<file path="src/sv/wsenc_pkg.sv">
// shared types, constants and the bit expansion function of the ws2812 spi encoder
`default_nettype none

package wsenc_pkg;

  localparam int MaxLeds     = 64;
  localparam int ResetBytes  = 240;
  localparam int MaxGapItems = 20;

  localparam int GapItemsRaw = (ResetBytes + 11) / 12;
  localparam int GapItems    = (GapItemsRaw > MaxGapItems) ? MaxGapItems : GapItemsRaw;
  localparam int GapCntW     = $clog2(GapItems + 1);

  localparam int LedCountW   = 7;
  localparam int PosW        = $clog2(MaxLeds);
  localparam int GuardW      = 4;
  localparam int CfgIdxW     = 2;
  localparam int CfgDataW    = 7;

  localparam int FifoDepth   = 2;
  localparam int FifoPtrW    = $clog2(FifoDepth);
  localparam int FifoCntW    = $clog2(FifoDepth + 1);

  localparam logic [3:0]  NibOne    = 4'hE;
  localparam logic [3:0]  NibZero   = 4'h8;
  localparam logic [31:0] GuardCode = 32'h8888_8888;

  typedef enum logic [CfgIdxW-1:0] {
    CFG_COLOR_ORDER = 2'd0,
    CFG_LED_COUNT   = 2'd1,
    CFG_TAIL_GUARD  = 2'd2
  } cfg_idx_e;

  typedef enum logic [1:0] {
    KIND_PIXEL = 2'd0,
    KIND_GUARD = 2'd1,
    KIND_GAP   = 2'd2
  } kind_e;

  typedef enum logic [1:0] {
    PH_PIXEL,
    PH_GUARD,
    PH_GAP
  } phase_e;

  // one classified pixel waiting for the back end
  typedef struct packed {
    logic [7:0]        first_byte;
    logic [7:0]        second_byte;
    logic [7:0]        third_byte;
    logic              frame_last;
    logic [GuardW-1:0] guard_count;
  } entry_t;

  // each data bit becomes four spi bits, msb first
  function automatic logic [31:0] expand_byte(input logic [7:0] data);
    logic [31:0] code;
    code = '0;
    for (int b = 0; b < 8; b++) begin
      code[b*4 +: 4] = data[b] ? NibOne : NibZero;
    end
    return code;
  endfunction

endpackage

`default_nettype wire

</file>
<file path="src/sv/wsenc_front.sv">
// front end: configuration registers, channel reordering and frame position tracking
`default_nettype none

module wsenc_front (
  input  wire logic                         clk_i,
  input  wire logic                         rst_ni,
  input  wire logic                         cfg_we_i,
  input  wire logic [wsenc_pkg::CfgIdxW-1:0]  cfg_idx_i,
  input  wire logic [wsenc_pkg::CfgDataW-1:0] cfg_wdata_i,
  input  wire logic                         s_axis_tvalid,
  output logic                              s_axis_tready,
  input  wire logic [23:0]                  s_axis_tdata,
  input  wire logic                         full_i,
  output logic                              push_o,
  output wsenc_pkg::entry_t                 entry_o
);
  import wsenc_pkg::*;

  logic                 color_order_q;
  logic [LedCountW-1:0] led_count_q;
  logic [GuardW-1:0]    tail_guard_q;
  logic [PosW-1:0]      pos_q, pos_d;
  logic [LedCountW-1:0] count_eff;
  logic [LedCountW-1:0] pos_next;
  logic                 frame_last;
  logic [7:0]           red, green, blue;

  assign red   = s_axis_tdata[7:0];
  assign green = s_axis_tdata[15:8];
  assign blue  = s_axis_tdata[23:16];

  always_ff @(posedge clk_i or negedge rst_ni) begin
    if (!rst_ni) begin
      color_order_q <= 1'b0;
      led_count_q   <= LedCountW'(1);
      tail_guard_q  <= '0;
    end else if (cfg_we_i) begin
      unique case (cfg_idx_i)
        CFG_COLOR_ORDER: color_order_q <= cfg_wdata_i[0];
        CFG_LED_COUNT:   led_count_q   <= cfg_wdata_i[LedCountW-1:0];
        CFG_TAIL_GUARD:  tail_guard_q  <= cfg_wdata_i[GuardW-1:0];
        default: ;
      endcase
    end
  end

  // zero count acts as one, large counts saturate
  always_comb begin
    if (led_count_q == '0) begin
      count_eff = LedCountW'(1);
    end else if (led_count_q > LedCountW'(MaxLeds)) begin
      count_eff = LedCountW'(MaxLeds);
    end else begin
      count_eff = led_count_q;
    end
  end

  assign pos_next   = LedCountW'(pos_q) + LedCountW'(1);
  assign frame_last = !(pos_next < count_eff);

  assign s_axis_tready = !full_i;
  assign push_o        = s_axis_tvalid && s_axis_tready;

  always_comb begin
    pos_d = pos_q;
    if (push_o) begin
      pos_d = frame_last ? '0 : pos_next[PosW-1:0];
    end
  end

  always_ff @(posedge clk_i or negedge rst_ni) begin
    if (!rst_ni) begin
      pos_q <= '0;
    end else begin
      pos_q <= pos_d;
    end
  end

  always_comb begin
    entry_o.first_byte  = color_order_q ? red : green;
    entry_o.second_byte = color_order_q ? green : red;
    entry_o.third_byte  = blue;
    entry_o.frame_last  = frame_last;
    entry_o.guard_count = tail_guard_q;
  end

endmodule

`default_nettype wire

</file>
<file path="src/sv/wsenc_fifo.sv">
// short queue that decouples the front end from the emitting back end
`default_nettype none

module wsenc_fifo (
  input  wire logic              clk_i,
  input  wire logic              rst_ni,
  input  wire logic              push_i,
  input  wsenc_pkg::entry_t      entry_i,
  output logic                   full_o,
  input  wire logic              pop_i,
  output logic                   valid_o,
  output wsenc_pkg::entry_t      entry_o
);
  import wsenc_pkg::*;

  entry_t              mem_q [FifoDepth];
  logic [FifoPtrW-1:0] wr_ptr_q, rd_ptr_q;
  logic [FifoCntW-1:0] cnt_q;

  assign full_o  = (cnt_q == FifoCntW'(FifoDepth));
  assign valid_o = (cnt_q != '0);
  assign entry_o = mem_q[rd_ptr_q];

  always_ff @(posedge clk_i) begin
    if (push_i) begin
      mem_q[wr_ptr_q] <= entry_i;
    end
  end

  always_ff @(posedge clk_i or negedge rst_ni) begin
    if (!rst_ni) begin
      wr_ptr_q <= '0;
      rd_ptr_q <= '0;
      cnt_q    <= '0;
    end else begin
      if (push_i) begin
        wr_ptr_q <= (wr_ptr_q == FifoPtrW'(FifoDepth - 1)) ? '0 : wr_ptr_q + FifoPtrW'(1);
      end
      if (pop_i) begin
        rd_ptr_q <= (rd_ptr_q == FifoPtrW'(FifoDepth - 1)) ? '0 : rd_ptr_q + FifoPtrW'(1);
      end
      if (push_i && !pop_i) begin
        cnt_q <= cnt_q + FifoCntW'(1);
      end else if (pop_i && !push_i) begin
        cnt_q <= cnt_q - FifoCntW'(1);
      end
    end
  end

  a_no_overflow: assert property (@(posedge clk_i) disable iff (!rst_ni)
    push_i |-> (!full_o || pop_i))
    else $error("push into full queue");

  a_no_underflow: assert property (@(posedge clk_i) disable iff (!rst_ni)
    pop_i |-> valid_o)
    else $error("pop from empty queue");

  a_cnt_range: assert property (@(posedge clk_i) disable iff (!rst_ni)
    cnt_q <= FifoCntW'(FifoDepth))
    else $error("queue count out of range");

endmodule

`default_nettype wire

</file>
<file path="src/sv/wsenc_back.sv">
// back end: spi code expansion, guard and reset gap burst, output register
`default_nettype none

module wsenc_back (
  input  wire logic          clk_i,
  input  wire logic          rst_ni,
  input  wire logic          fifo_valid_i,
  input  wsenc_pkg::entry_t  fifo_entry_i,
  output logic               pop_o,
  output logic               m_axis_tvalid,
  input  wire logic          m_axis_tready,
  output logic [95:0]        m_axis_tdata,
  output logic [1:0]         m_axis_tuser,
  output logic               m_axis_tlast
);
  import wsenc_pkg::*;

  phase_e             phase_q, phase_d;
  logic [GuardW-1:0]  guard_left_q, guard_left_d;
  logic [GapCntW-1:0] gap_cnt_q, gap_cnt_d;
  logic               out_valid_q, out_valid_d;
  logic [95:0]        out_data_q, out_data_d;
  kind_e              out_kind_q, out_kind_d;
  logic               out_last_q, out_last_d;
  logic               load;

  assign load = !out_valid_q || m_axis_tready;

  always_comb begin
    phase_d      = phase_q;
    guard_left_d = guard_left_q;
    gap_cnt_d    = gap_cnt_q;
    out_valid_d  = out_valid_q;
    out_data_d   = out_data_q;
    out_kind_d   = out_kind_q;
    out_last_d   = out_last_q;
    pop_o        = 1'b0;
    if (load) begin
      unique case (phase_q)
        PH_GUARD: begin
          out_valid_d  = 1'b1;
          out_data_d   = {GuardCode, GuardCode, GuardCode};
          out_kind_d   = KIND_GUARD;
          out_last_d   = 1'b0;
          guard_left_d = guard_left_q - GuardW'(1);
          if (guard_left_q == GuardW'(1)) begin
            phase_d   = PH_GAP;
            gap_cnt_d = '0;
          end
        end
        PH_GAP: begin
          out_valid_d = 1'b1;
          out_data_d  = '0;
          out_kind_d  = KIND_GAP;
          out_last_d  = (gap_cnt_q == GapCntW'(GapItems - 1));
          if (gap_cnt_q == GapCntW'(GapItems - 1)) begin
            phase_d = PH_PIXEL;
          end else begin
            gap_cnt_d = gap_cnt_q + GapCntW'(1);
          end
        end
        default: begin
          out_valid_d = fifo_valid_i;
          if (fifo_valid_i) begin
            pop_o      = 1'b1;
            out_data_d = {expand_byte(fifo_entry_i.third_byte),
                          expand_byte(fifo_entry_i.second_byte),
                          expand_byte(fifo_entry_i.first_byte)};
            out_kind_d = KIND_PIXEL;
            out_last_d = 1'b0;
            if (fifo_entry_i.frame_last) begin
              if (fifo_entry_i.guard_count != '0) begin
                phase_d      = PH_GUARD;
                guard_left_d = fifo_entry_i.guard_count;
              end else begin
                phase_d   = PH_GAP;
                gap_cnt_d = '0;
              end
            end
          end
        end
      endcase
    end
  end

  always_ff @(posedge clk_i or negedge rst_ni) begin
    if (!rst_ni) begin
      phase_q      <= PH_PIXEL;
      guard_left_q <= '0;
      gap_cnt_q    <= '0;
      out_valid_q  <= 1'b0;
    end else begin
      phase_q      <= phase_d;
      guard_left_q <= guard_left_d;
      gap_cnt_q    <= gap_cnt_d;
      out_valid_q  <= out_valid_d;
    end
  end

  always_ff @(posedge clk_i) begin
    out_data_q <= out_data_d;
    out_kind_q <= out_kind_d;
    out_last_q <= out_last_d;
  end

  assign m_axis_tvalid = out_valid_q;
  assign m_axis_tdata  = out_data_q;
  assign m_axis_tuser  = out_kind_q;
  assign m_axis_tlast  = out_last_q;

  a_last_is_gap: assert property (@(posedge clk_i) disable iff (!rst_ni)
    (out_valid_q && out_last_q) |-> (out_kind_q == KIND_GAP))
    else $error("frame end on a non-gap item");

  a_guard_nonzero: assert property (@(posedge clk_i) disable iff (!rst_ni)
    (phase_q == PH_GUARD) |-> (guard_left_q != '0))
    else $error("guard phase with no guard items left");

  a_gap_range: assert property (@(posedge clk_i) disable iff (!rst_ni)
    gap_cnt_q < GapCntW'(GapItems))
    else $error("gap counter out of range");

  a_no_pop_in_burst: assert property (@(posedge clk_i) disable iff (!rst_ni)
    pop_o |-> (phase_q == PH_PIXEL && fifo_valid_i))
    else $error("pixel taken during padding burst");

endmodule

`default_nettype wire

</file>
<file path="src/sv/ws2812_spi_frame_encoder_unit.sv">
// top level of the ws2812 spi frame encoder
// Takes one rgb pixel per item and returns one 96-bit item of three 32-bit spi codes
// (four spi bits per data bit, 1 -> 1110, 0 -> 1000). Each pixel's output item passes
// through the queue register, then the output register, and pixels stream at one item
// per clock while the receiver is ready and no guard or gap burst runs. After the last
// pixel of a frame the back end emits the programmed number of black guard items and then
// 20 all-zero reset gap items, the last with tlast high, one per clock from its emit
// counter while the receiver is ready; the input keeps accepting into the two-entry queue
// and stalls once it is full, so a frame of n pixels and g guard items has n + g + 20 items.
`default_nettype none

module ws2812_spi_frame_encoder_unit (
  input  wire logic                           clk_i,
  input  wire logic                           rst_ni,
  input  wire logic                           cfg_we_i,
  input  wire logic [wsenc_pkg::CfgIdxW-1:0]  cfg_idx_i,
  input  wire logic [wsenc_pkg::CfgDataW-1:0] cfg_wdata_i,
  input  wire logic                           s_axis_tvalid,
  output logic                                s_axis_tready,
  input  wire logic [23:0]                    s_axis_tdata,  // red, green, blue
  output logic                                m_axis_tvalid,
  input  wire logic                           m_axis_tready,
  output logic [95:0]                         m_axis_tdata,  // first_code, second_code, third_code
  output logic [1:0]                          m_axis_tuser,  // item_kind
  output logic                                m_axis_tlast   // frame_end
);
  import wsenc_pkg::*;

  entry_t push_entry, pop_entry;
  logic   push, pop, full, fifo_valid;

  wsenc_front u_front (
    .clk_i         (clk_i),
    .rst_ni        (rst_ni),
    .cfg_we_i      (cfg_we_i),
    .cfg_idx_i     (cfg_idx_i),
    .cfg_wdata_i   (cfg_wdata_i),
    .s_axis_tvalid (s_axis_tvalid),
    .s_axis_tready (s_axis_tready),
    .s_axis_tdata  (s_axis_tdata),
    .full_i        (full),
    .push_o        (push),
    .entry_o       (push_entry)
  );

  wsenc_fifo u_fifo (
    .clk_i   (clk_i),
    .rst_ni  (rst_ni),
    .push_i  (push),
    .entry_i (push_entry),
    .full_o  (full),
    .pop_i   (pop),
    .valid_o (fifo_valid),
    .entry_o (pop_entry)
  );

  wsenc_back u_back (
    .clk_i         (clk_i),
    .rst_ni        (rst_ni),
    .fifo_valid_i  (fifo_valid),
    .fifo_entry_i  (pop_entry),
    .pop_o         (pop),
    .m_axis_tvalid (m_axis_tvalid),
    .m_axis_tready (m_axis_tready),
    .m_axis_tdata  (m_axis_tdata),
    .m_axis_tuser  (m_axis_tuser),
    .m_axis_tlast  (m_axis_tlast)
  );

endmodule

`default_nettype wire

</file>
<file path="config.mk">
export PLATFORM = sky130hd
export DESIGN_NAME = ws2812_spi_frame_encoder_unit
export DESIGN_NICKNAME = d
export VERILOG_FILES = /design/src/sv/wsenc_pkg.sv /design/src/sv/wsenc_front.sv /design/src/sv/wsenc_fifo.sv /design/src/sv/wsenc_back.sv /design/src/sv/ws2812_spi_frame_encoder_unit.sv
export SDC_FILE = /design/constraint.sdc
export NUM_CORES = 1
export LEC_CHECK = 0
export BUFFER_PORTS_ARGS = -buffer_cell sky130_fd_sc_hd__buf_4
export CELL_PAD_IN_SITES_DETAIL_PLACEMENT = 1
export CELL_PAD_IN_SITES_GLOBAL_PLACEMENT = 1
export CORE_MARGIN = 1.5
export CORE_UTILIZATION = 45
export CTS_CLUSTER_DIAMETER = 40
export DETAILED_ROUTE_END_ITERATION = 10
export PLACE_DENSITY = 0.9
export SLEW_MARGIN = 20
export SYNTH_ARGS = -nofsm -noshare
export SYNTH_HDL_FRONTEND = slang
export SYNTH_SLANG_ARGS = --single-unit
</file>
<file path="constraint.sdc">
create_clock -name clk_i -period 5.65 [get_ports clk_i]
set_clock_uncertainty 0.15 [all_clocks]
set_input_delay 0.565 -clock clk_i [delete_from_list [all_inputs] [get_ports clk_i]]
set_output_delay 0.565 -clock clk_i [all_outputs]
set_load 0.03 [all_outputs]
</file>
==> impl_metrics.json, run 1 <==
{
  "status": "completed",
  "p_per_area_nw_per_um2": 660.7,
  "die_w_um": 117.1,
  "synth_flop_cell": "edfxtp_1",
  "final_common_cell": "buf_4",
  "grt_antenna_before_repair": 0,
  "worstMarginPinSlew_ps": 937.4,
  "nets": 571,
  "cts.sinks": 120,
  "grt_most_used_layer": "met2",
  "syn_area_per_cell_um2": 13.29,
  "areaGrowthSynthToFinish_pct": 20.88,
  "fin_ws_ps": 2654,
  "grt_pass1_wl_mm": 20.91,
  "crit_fanout": 8,
  "synth_xor_area_frac": 0.01345,
  "syn_area_um2": 5859,
  "worst_r2r_startpoint": "u_front.pos_q[0]",
  "vias": 3721,
  "max-slew-margin-rel": 0.3751,
  "critPathSlowestCell": "dfrtp_1",
  "clkLatencyLatePin_ps": 410,
  "clockRootBuffer": "clkbuf_16",
  "synth_top_family_by_area": "buffers and inverters",
  "pre_cts_ws_ps": 2589,
  "syn_inst": 441,
  "track_usage": 0.2071,
  "period_share": 0.5303,
  "use_met3": 0.06334,
  "numCtsBuffers": 17,
  "r2r-end": "u_front.pos_q[5]",
  "fin_setup_tns_ps": 0,
  "hold_start": "s_axis_tdata[19]",
  "ys_seq_elements": 120,
  "crit_chain": "ha_1, nand3_1, xnor2_1, ha_1, a211o_1, a221oi_1, o21ai_1, o31ai_1",
  "htreeDepth": 4,
  "yosysSeqAreaShare": 0.5862,
  "peakVddDrop_mv": 0.2811,
  "grt_start_max_net_pins": 35,
  "rows": 41,
  "drc_errors": 0,
  "ys_types": 53,
  "setup_violations": 0,
  "drv_cap": 0,
  "synth_compound_area_frac": 0.04762,
  "hold_path_class": "input port to register",
  "drv_slew": 0,
  "routed_wl_mm": 13.88,
  "crit_required_ps": 5810,
  "ant_nets": 0,
  "path_buf_inv": 0,
  "post_cts_buffers": 0,
  "clk_pin_slew_ps": 60,
  "drt-initial-drc-count": 150,
  "critical_path_class": "register to register",
  "cp_slowest_stage_delay_ps": 480,
  "drive_above_1_share": 0.3571,
  "synth_edf_count": 86,
  "crit_top_cell": "ha_1",
  "place_congestion": 0.8240,
  "min_period_ps": 2996,
  "die_y_um": 117.1,
  "vias_per_cell": 5.286,
  "synthAdderAreaFrac": 0.02990,
  "hold_violations": 0,
  "gr-usage-met1": 0.2238,
  "start_util": 0.4624,
  "met2_usage": 0.3739,
  "pin_count": 139,
  "synthArstFlopShare": 0.2833,
  "io_buffers": 114,
  "final_cell_mix": "buf_4, edfxtp_1, dfrtp_1, mux2_2, mux2i_1",
  "die_area_um2": 13710,
  "min_delay_path_depth": 1,
  "fmax_ghz": 0.3337,
  "rsz0062_at_grt": "no",
  "worst_setup_path_start_kind": "register",
  "firstDrtPassIters": 4,
  "cts_tree": "built",
  "antennaDiodeCount": 0,
  "cp.arrival_ps": 3160,
  "timing.reg2reg.setup_slack_ps": 2650,
  "yosys.area_share.simple": 0.1048,
  "cts_buffer_depth": 2,
  "muxShareOfSynthArea": 0.1072,
  "reg2reg_depth": 8,
  "holdPathEnd": "u_fifo.mem_q[1][8]",
  "wire_per_inst_um": 19.71,
  "end_kind": "register",
  "grt_pass1_vias": 3978,
  "hpwl_mm": 9.384,
  "gr-total-overflow": 0,
  "leakagePower_nw": 2.929,
  "coreArea_um2": 12670,
  "cp_top_family": "compound AO/OA/AOI/OAI gates",
  "yosysWarnings": 0
}
## state kept, by name, indices dropped and copies added, names as in the netlist
signal                 count
u_fifo.mem_q              58
u_back.m_axis_tdata       25
u_front.led_count_q        7
u_front.pos_q              6
u_back.gap_cnt_q           5
u_back.guard_left_q        4
u_front.tail_guard_q       4
u_back.m_axis_tuser        2
u_back.phase_q             2
u_fifo.cnt_q               2
u_back.m_axis_tlast        1
u_back.m_axis_tvalid       1
u_fifo.rd_ptr_q            1
u_fifo.wr_ptr_q            1
u_front.color_order_q      1
## per-stage QoR
| stage | cell area (um^2) | total power, mW | util | instances | hold WS (ps) |
|---|---|---|---|---|---|
| after global placement | 6467 | 3.462 | 0.5104 | 670 | 299.0 |
| after detailed placement | 6467 | 3.615 | 0.5104 | 670 | 327.9 |
| after global routing | 7083 | 4.897 | 0.5590 | 704 | 177.9 |
| after CTS | 7056 | 4.685 | 0.5568 | 703 | 174.2 |
| after floorplan | 5946 | 3.076 | - | 464 | 119.4 |
| final | 7083 | 4.680 | 0.5590 | 704 | 190.1 |
## worst reg2reg max path, delay by kind of cell (launching register included)
kind / cells / cell delay (ps)
compound gates: 4 / 1270
simple gates: 1 / 140
flops: 1 / 480
xor+xnor: 1 / 240
fa+ha+maj: 2 / 610
## Yosys cell counts (3+ instances only)
| cell type | instances | area share |
|---|---|---|
| a211o_1 | 5 | 0.0075 |
| a21oi_1 | 3 | 0.0026 |
| buf_2 | 3 | 0.0026 |
| buf_4 | 71 | 0.091 |
| clkbuf_1 | 7 | 0.0045 |
| dfrtp_1 | 33 | 0.14 |
| edfxtp_1 | 86 | 0.44 |
| ha_1 | 14 | 0.030 |
| inv_1 | 15 | 0.0096 |
| mux2_2 | 30 | 0.058 |
| mux2i_1 | 29 | 0.050 |
| nand2_1 | 19 | 0.012 |
| nand3_1 | 14 | 0.012 |
| nand3b_1 | 4 | 0.0051 |
| nand4_1 | 3 | 0.0032 |
| nor2_1 | 13 | 0.0083 |
| nor2b_1 | 27 | 0.029 |
| nor3_1 | 3 | 0.0026 |
| nor4_1 | 5 | 0.0053 |
| nor4b_1 | 3 | 0.0045 |
| o211ai_1 | 3 | 0.0038 |
| o21ai_0 | 7 | 0.0060 |
| xnor2_1 | 6 | 0.0090 |
| xor2_1 | 3 | 0.0045 |
## cells by family (layout without fill, tap and decap cells)
kind of cell,count (synthesis),count (layout)
AND/OR/NAND/NOR,107,107
flip-flops,120,120
multiplexers,59,59
XOR/XNOR,9,9
other,1,24
AO/OA/AOI/OAI,33,33
buffers and inverters,98,166
adder cells (fa/ha/maj),14,14
## cell type report
| type | instances | area, um^2 |
|---|---|---|
| Tap cell | 172 | 215.2 |
| Multi-Input combinational cell | 246 | 1882 |
| Inverter | 15 | 56.30 |
| Clock inverter | 9 | 90.09 |
| Sequential cell | 120 | 3436 |
| Clock buffer | 23 | 488.0 |
| Timing Repair Buffer | 119 | 915.9 |
| Fill cell | 1270 | 5588 |
## layer usage
layer,vias up,share of wire
met3,28,0.056
met1,1875,0.38
met5,-,0
met4,0,0.021
li1,1663,-
met2,155,0.54
## how the worst max path moves through the flow
| stage | from | to | slack (ps) | depth (start not counted) |
|---|---|---|---|---|
| after global routing | u_front.pos_q[0] | u_front.pos_q[5] | 2460 | 8 |
| final | u_front.pos_q[0] | u_front.pos_q[5] | 2650 | 8 |
| after floorplan | u_back.phase_q[0] | u_back.gap_cnt_q[1] | 2490 | 5 |
| after global placement | u_back.phase_q[0] | u_back.gap_cnt_q[1] | 2880 | 5 |
| after detailed placement | u_back.phase_q[0] | u_back.phase_q[0] | 2590 | 5 |
| after CTS | u_back.phase_q[0] | u_back.phase_q[0] | 2570 | 5 |
## power breakdown
part | total (mW) | internal (mW) | switching, mW
registers | 1.62 | 1.35 | 0.277
clock network | 1.04 | 0.653 | 0.384
logic | 2.02 | 0.767 | 1.25
total | 4.68 | 2.76 | 1.92
## what timing repair did
action | in CTS | in global routing
hold endpoints to repair | 33 | 0
resized for setup | 0 | 0
hold buffers | 1 | 0
Power figures use the tool's default switching activity.
==> run 2: changes to the inputs <==
- CORE_UTILIZATION: 45 -> 43
- PLACE_DENSITY: 0.9 -> 0.87
- clock period: 5.65 -> 2.9 ns (I/O delays scaled with it)
==> impl_metrics.json, run 2 (synthesis gave the netlist of run 1 again) <==
{
  "grt_pass1_wl_mm": 21.47,
  "drt-initial-drc-count": 215,
  "rsz0062_at_grt": "no",
  "max-slew-margin-rel": 0.5311,
  "worstMarginPinSlew_ps": 703.4,
  "track_usage": 0.2001,
  "top_register": "u_fifo.mem_q",
  "multi_input_area_um2": 1894,
  "cts_buffer_depth": 2,
  "place_congestion": 0.7626,
  "pre_cts_ws_ps": 33.77,
  "areaGrowthSynthToFinish_pct": 23.68,
  "vias": 3736,
  "hold_path_class": "input port to register",
  "setup_violations": 0,
  "period_share": 0.9421,
  "fin_ws_ps": 168.0,
  "coreArea_um2": 13300,
  "pin_count": 139,
  "die_y_um": 119.7,
  "drv_slew": 0,
  "final_common_cell": "buf_4",
  "drv_cap": 0,
  "wire_per_inst_um": 18.65,
  "ant_nets": 0,
  "grt_start_max_net_pins": 35,
  "drive_above_1_share": 0.3534,
  "clkLatencyLatePin_ps": 430,
  "numCtsBuffers": 17,
  "fmax_ghz": 0.3660,
  "num-fill-cells": 1331,
  "grt_antenna_before_repair": 0,
  "end_kind": "register",
  "htreeDepth": 4,
  "firstDrtPassIters": 5,
  "clockRootBuffer": "clkbuf_16",
  "final_cell_mix": "buf_4, edfxtp_1, dfrtp_1, mux2_2, mux2i_1",
  "vias_per_cell": 5.153,
  "cp.arrival_ps": 2900,
  "ff_latch_area_um2": 3436,
  "p_per_area_nw_per_um2": 1260,
  "io_buffers": 114,
  "critical_path_class": "register to register",
  "post_cts_buffers": 0,
  "die_w_um": 119.7,
  "rows": 42,
  "cts_tree": "built",
  "peakVddDrop_mv": 0.4568,
  "hold_violations": 0,
  "crit_required_ps": 3070,
  "worst_setup_path_start_kind": "register",
  "largest_reg_flops": 58,
  "nets": 588,
  "cts.sinks": 120,
  "hpwl_mm": 8.472,
  "fin_setup_tns_ps": 0,
  "start_util": 0.4407,
  "clk_pin_slew_ps": 50,
  "routed_wl_mm": 13.52,
  "gr-total-overflow": 0,
  "crit_fanout": 8,
  "min_period_ps": 2732,
  "leakagePower_nw": 3.014,
  "status": "completed",
  "grt_pass1_vias": 4061,
  "drc_errors": 0,
  "die_area_um2": 14340,
  "antennaDiodeCount": 0
}
## run 2: repair_timing
| item | 4_1_cts | 5_1_grt |
|---|---|---|
| resized for setup | 1 | 2 |
| hold buffers | 16 | 0 |
| gates cloned | 0 | 0 |
| pin swaps | 0 | 0 |
| setup endpoints to repair | 1 | 8 |
| hold endpoints to repair | 61 | 0 |
## run 2: layout make-up
type	count	area share
Sequential cell	120	0.4741
Inverter	15	0.007769
Timing Repair Buffer	136	0.1481
Tap cell	176	0.03039
Multi-Input combinational cell	246	0.2614
Clock buffer	22	0.06405
Clock inverter	10	0.01416
## run 2: routing by layer
metal / vias to the layer above / global-route usage / part of all wire
li1: 1688 / - / -
met3: 33 / 0.06084 / 0.059
met2: 152 / 0.3599 / 0.54
met5: - / 0 / 0
met1: 1863 / 0.2128 / 0.37
met4: 0 / 0.09747 / 0.030
## run 2: through the flow
stage	total power [mW]	util	instance area, um^2	hold WS, ps	instances
2_1_floorplan	5.995	-	5949	-155.6	464
3_3_place_gp	6.795	0.4895	6507	115.0	677
3_5_place_dp	7.019	0.4895	6507	125.3	677
4_1_cts	9.168	0.5444	7238	35.17	725
5_1_grt	9.567	0.5451	7247	46.98	725
6_report	9.131	0.5451	7247	46.59	725
## run 2: worst max-delay path: stages (launching register included)
cell and delay (ps):
dfrtp_1 460, ha_2 270, nand3_1 130, xnor2_1 220, ha_1 280, a211o_1 310
a221oi_2 320, o21ai_2 190, o31ai_1 290
## run 2: path summary, 6_finish.rpt
kind	slack, ps	cells past startpoint	start	endpoint
max in group asynchronous	2050	2	rst_ni	u_fifo.rd_ptr_q
max	170	8	u_front.pos_q[0]	u_front.pos_q[5]
min	50	2	s_axis_tdata[0]	u_fifo.mem_q[0][21]
min in group asynchronous	200	2	rst_ni	u_front.color_order_q
max reg2reg	170	8	u_front.pos_q[0]	u_front.pos_q[5]
min reg2reg	310	0	u_front.tail_guard_q[1]	u_fifo.mem_q[1][1]
## run 2: power by group
part           leakage, nW  internal [mW]  switching [mW]  total, mW
clock                0.283           1.29           0.732       2.03
combinational         1.50           1.52            2.53       4.05
sequential            1.23           2.62           0.428       3.05
total                 3.01           5.44            3.69       9.13
==> run 3: changes to the inputs <==
- CELL_PAD_IN_SITES_DETAIL_PLACEMENT: 1 -> not set
- CELL_PAD_IN_SITES_GLOBAL_PLACEMENT: 1 -> not set
- CORE_UTILIZATION: 43 -> 45
- PLACE_DENSITY: 0.87 -> 0.76
==> impl_metrics.json, run 3 (synthesis gave the netlist of run 1 again) <==
{
  "cp_slowest_stage_delay_ps": 450,
  "wire_per_inst_um": 14.54,
  "die_w_um": 117.1,
  "vias": 3600,
  "crit_top_cell": "ha_1",
  "drive_above_1_share": 0.3539,
  "cp_top_family": "compound AO/OA/AOI/OAI gates",
  "htreeDepth": 4,
  "largest_reg_flops": 58,
  "pin_count": 139,
  "numCtsBuffers": 17,
  "hold_violations": 0,
  "rsz0062_at_grt": "no",
  "track_usage": 0.1590,
  "firstDrtPassIters": 4,
  "worst_setup_path_start_kind": "register",
  "min_period_ps": 2672,
  "leakagePower_nw": 3.059,
  "path_buf_inv": 0,
  "routed_wl_mm": 10.51,
  "die_area_um2": 13710,
  "final_cell_mix": "buf_4, edfxtp_1, dfrtp_1, mux2_2, mux2i_1",
  "fin_util": 0.5779,
  "worstMarginPinSlew_ps": 696.1,
  "coreArea_um2": 12670,
  "crit_chain": "ha_1, nand3_1, xnor2_1, ha_1, a211o_1, a221oi_2, o21ai_2, o31ai_1",
  "grt_pass1_vias": 3383,
  "end_kind": "register",
  "start_util": 0.4624,
  "areaGrowthSynthToFinish_pct": 24.96,
  "drv_slew": 0,
  "crit_required_ps": 3070,
  "status": "completed",
  "fmax_ghz": 0.3742,
  "rows": 41,
  "io_buffers": 114,
  "grt_start_max_net_pins": 35,
  "place_congestion": 0.7915,
  "hpwl_mm": 7.103,
  "drt-initial-drc-count": 134,
  "p_per_area_nw_per_um2": 1247,
  "critPathSlowestCell": "dfrtp_1",
  "period_share": 0.9214,
  "cts_tree": "built",
  "gr-total-overflow": 0,
  "crit_fanout": 8,
  "cts_buffer_depth": 2,
  "drv_cap": 0,
  "grt_pass1_wl_mm": 16.14,
  "cp.arrival_ps": 2840,
  "top_register": "u_fifo.mem_q",
  "hold_path_class": "input port to register",
  "critical_path_class": "register to register",
  "max-slew-margin-rel": 0.5360,
  "grt_antenna_before_repair": 0,
  "total_power_mw": 9.129,
  "peakVddDrop_mv": 0.5986,
  "final_common_cell": "buf_4",
  "clockRootBuffer": "clkbuf_16",
  "die_y_um": 117.1,
  "cts.sinks": 120,
  "setup_violations": 0,
  "ant_nets": 0,
  "clk_pin_slew_ps": 50,
  "post_cts_buffers": 0,
  "antennaDiodeCount": 0,
  "clkLatencyLatePin_ps": 410,
  "drc_errors": 0,
  "fin_setup_tns_ps": 0,
  "nets": 590,
  "vias_per_cell": 4.979,
  "num-fill-cells": 973
}
-- run 3: cell count changes in the layout (fill, tap and decap cells not counted), sizes merged --
| cell | before | now |
|---|---|---|
| bufinv | 2 | 3 |
| clkinv | 7 | 3 |
| clkinvlp | 1 | 0 |
| buf | 120 | 122 |
| clkbuf | 22 | 26 |
-- run 3: area by class of cell --
| class | count | area (um^2) | share of cell area |
|---|---|---|---|
| flip-flops and latches | 120 | 3436 | 0.4692 |
| multi-input cells | 246 | 1892 | 0.2584 |
| repair buffers | 138 | 1076 | 0.1470 |
| clock buffers | 26 | 541.8 | 0.07399 |
| well taps | 172 | 215.2 | 0.02939 |
| clock inverters | 6 | 105.1 | 0.01435 |
| inverters | 15 | 56.30 | 0.007690 |
-- run 3: timing repair --
item | 4_1_cts | 5_1_grt
setup endpoints to repair | 0 | 8
resized for setup | 0 | 2
hold buffers | 16 | 0
hold endpoints to repair | 61 | 0
-- run 3: path summary, 6_finish.rpt --
path                            slack [ps]  cells after the start                    start                 endpoint
worst max-delay path                   230                      8         u_front.pos_q[0]         u_front.pos_q[5]
worst min-delay path                    60                      2          s_axis_tdata[5]      u_fifo.mem_q[1][26]
worst max register to register         230                      8         u_front.pos_q[0]         u_front.pos_q[5]
worst min register to register         330                      0  u_front.tail_guard_q[2]       u_fifo.mem_q[1][2]
max in group asynchronous             2030                      2                   rst_ni          u_fifo.rd_ptr_q
min in group asynchronous              220                      2                   rst_ni  u_front.tail_guard_q[2]
-- run 3: through the flow --
stage / std cells / instance area [um^2] / setup WS, ps / hold slack [ps]
floorplan: 464 / 5949 / 85.24 / -155.6
global placement: 675 / 6505 / 237.6 / 113.1
detailed placement: 675 / 6505 / 118.9 / 122.9
CTS: 723 / 7312 / 89.64 / 52.09
global route: 723 / 7322 / 68.62 / 54.92
finish: 723 / 7322 / 228.0 / 63.52
-- run 3: where the power goes --
| part | internal [mW] | switching [mW] |
|---|---|---|
| Combinational | 1.52 | 2.36 |
| Sequential | 2.62 | 0.402 |
| Clock | 1.54 | 0.685 |
| Total | 5.68 | 3.45 |
-- run 3: per-layer routing --
layer / global-route usage / routed length, um
met5: 0 / 0
met4: 0.08193 / 189
met3: 0.04531 / 690
met2: 0.2811 / 5622
met1: 0.1747 / 4009
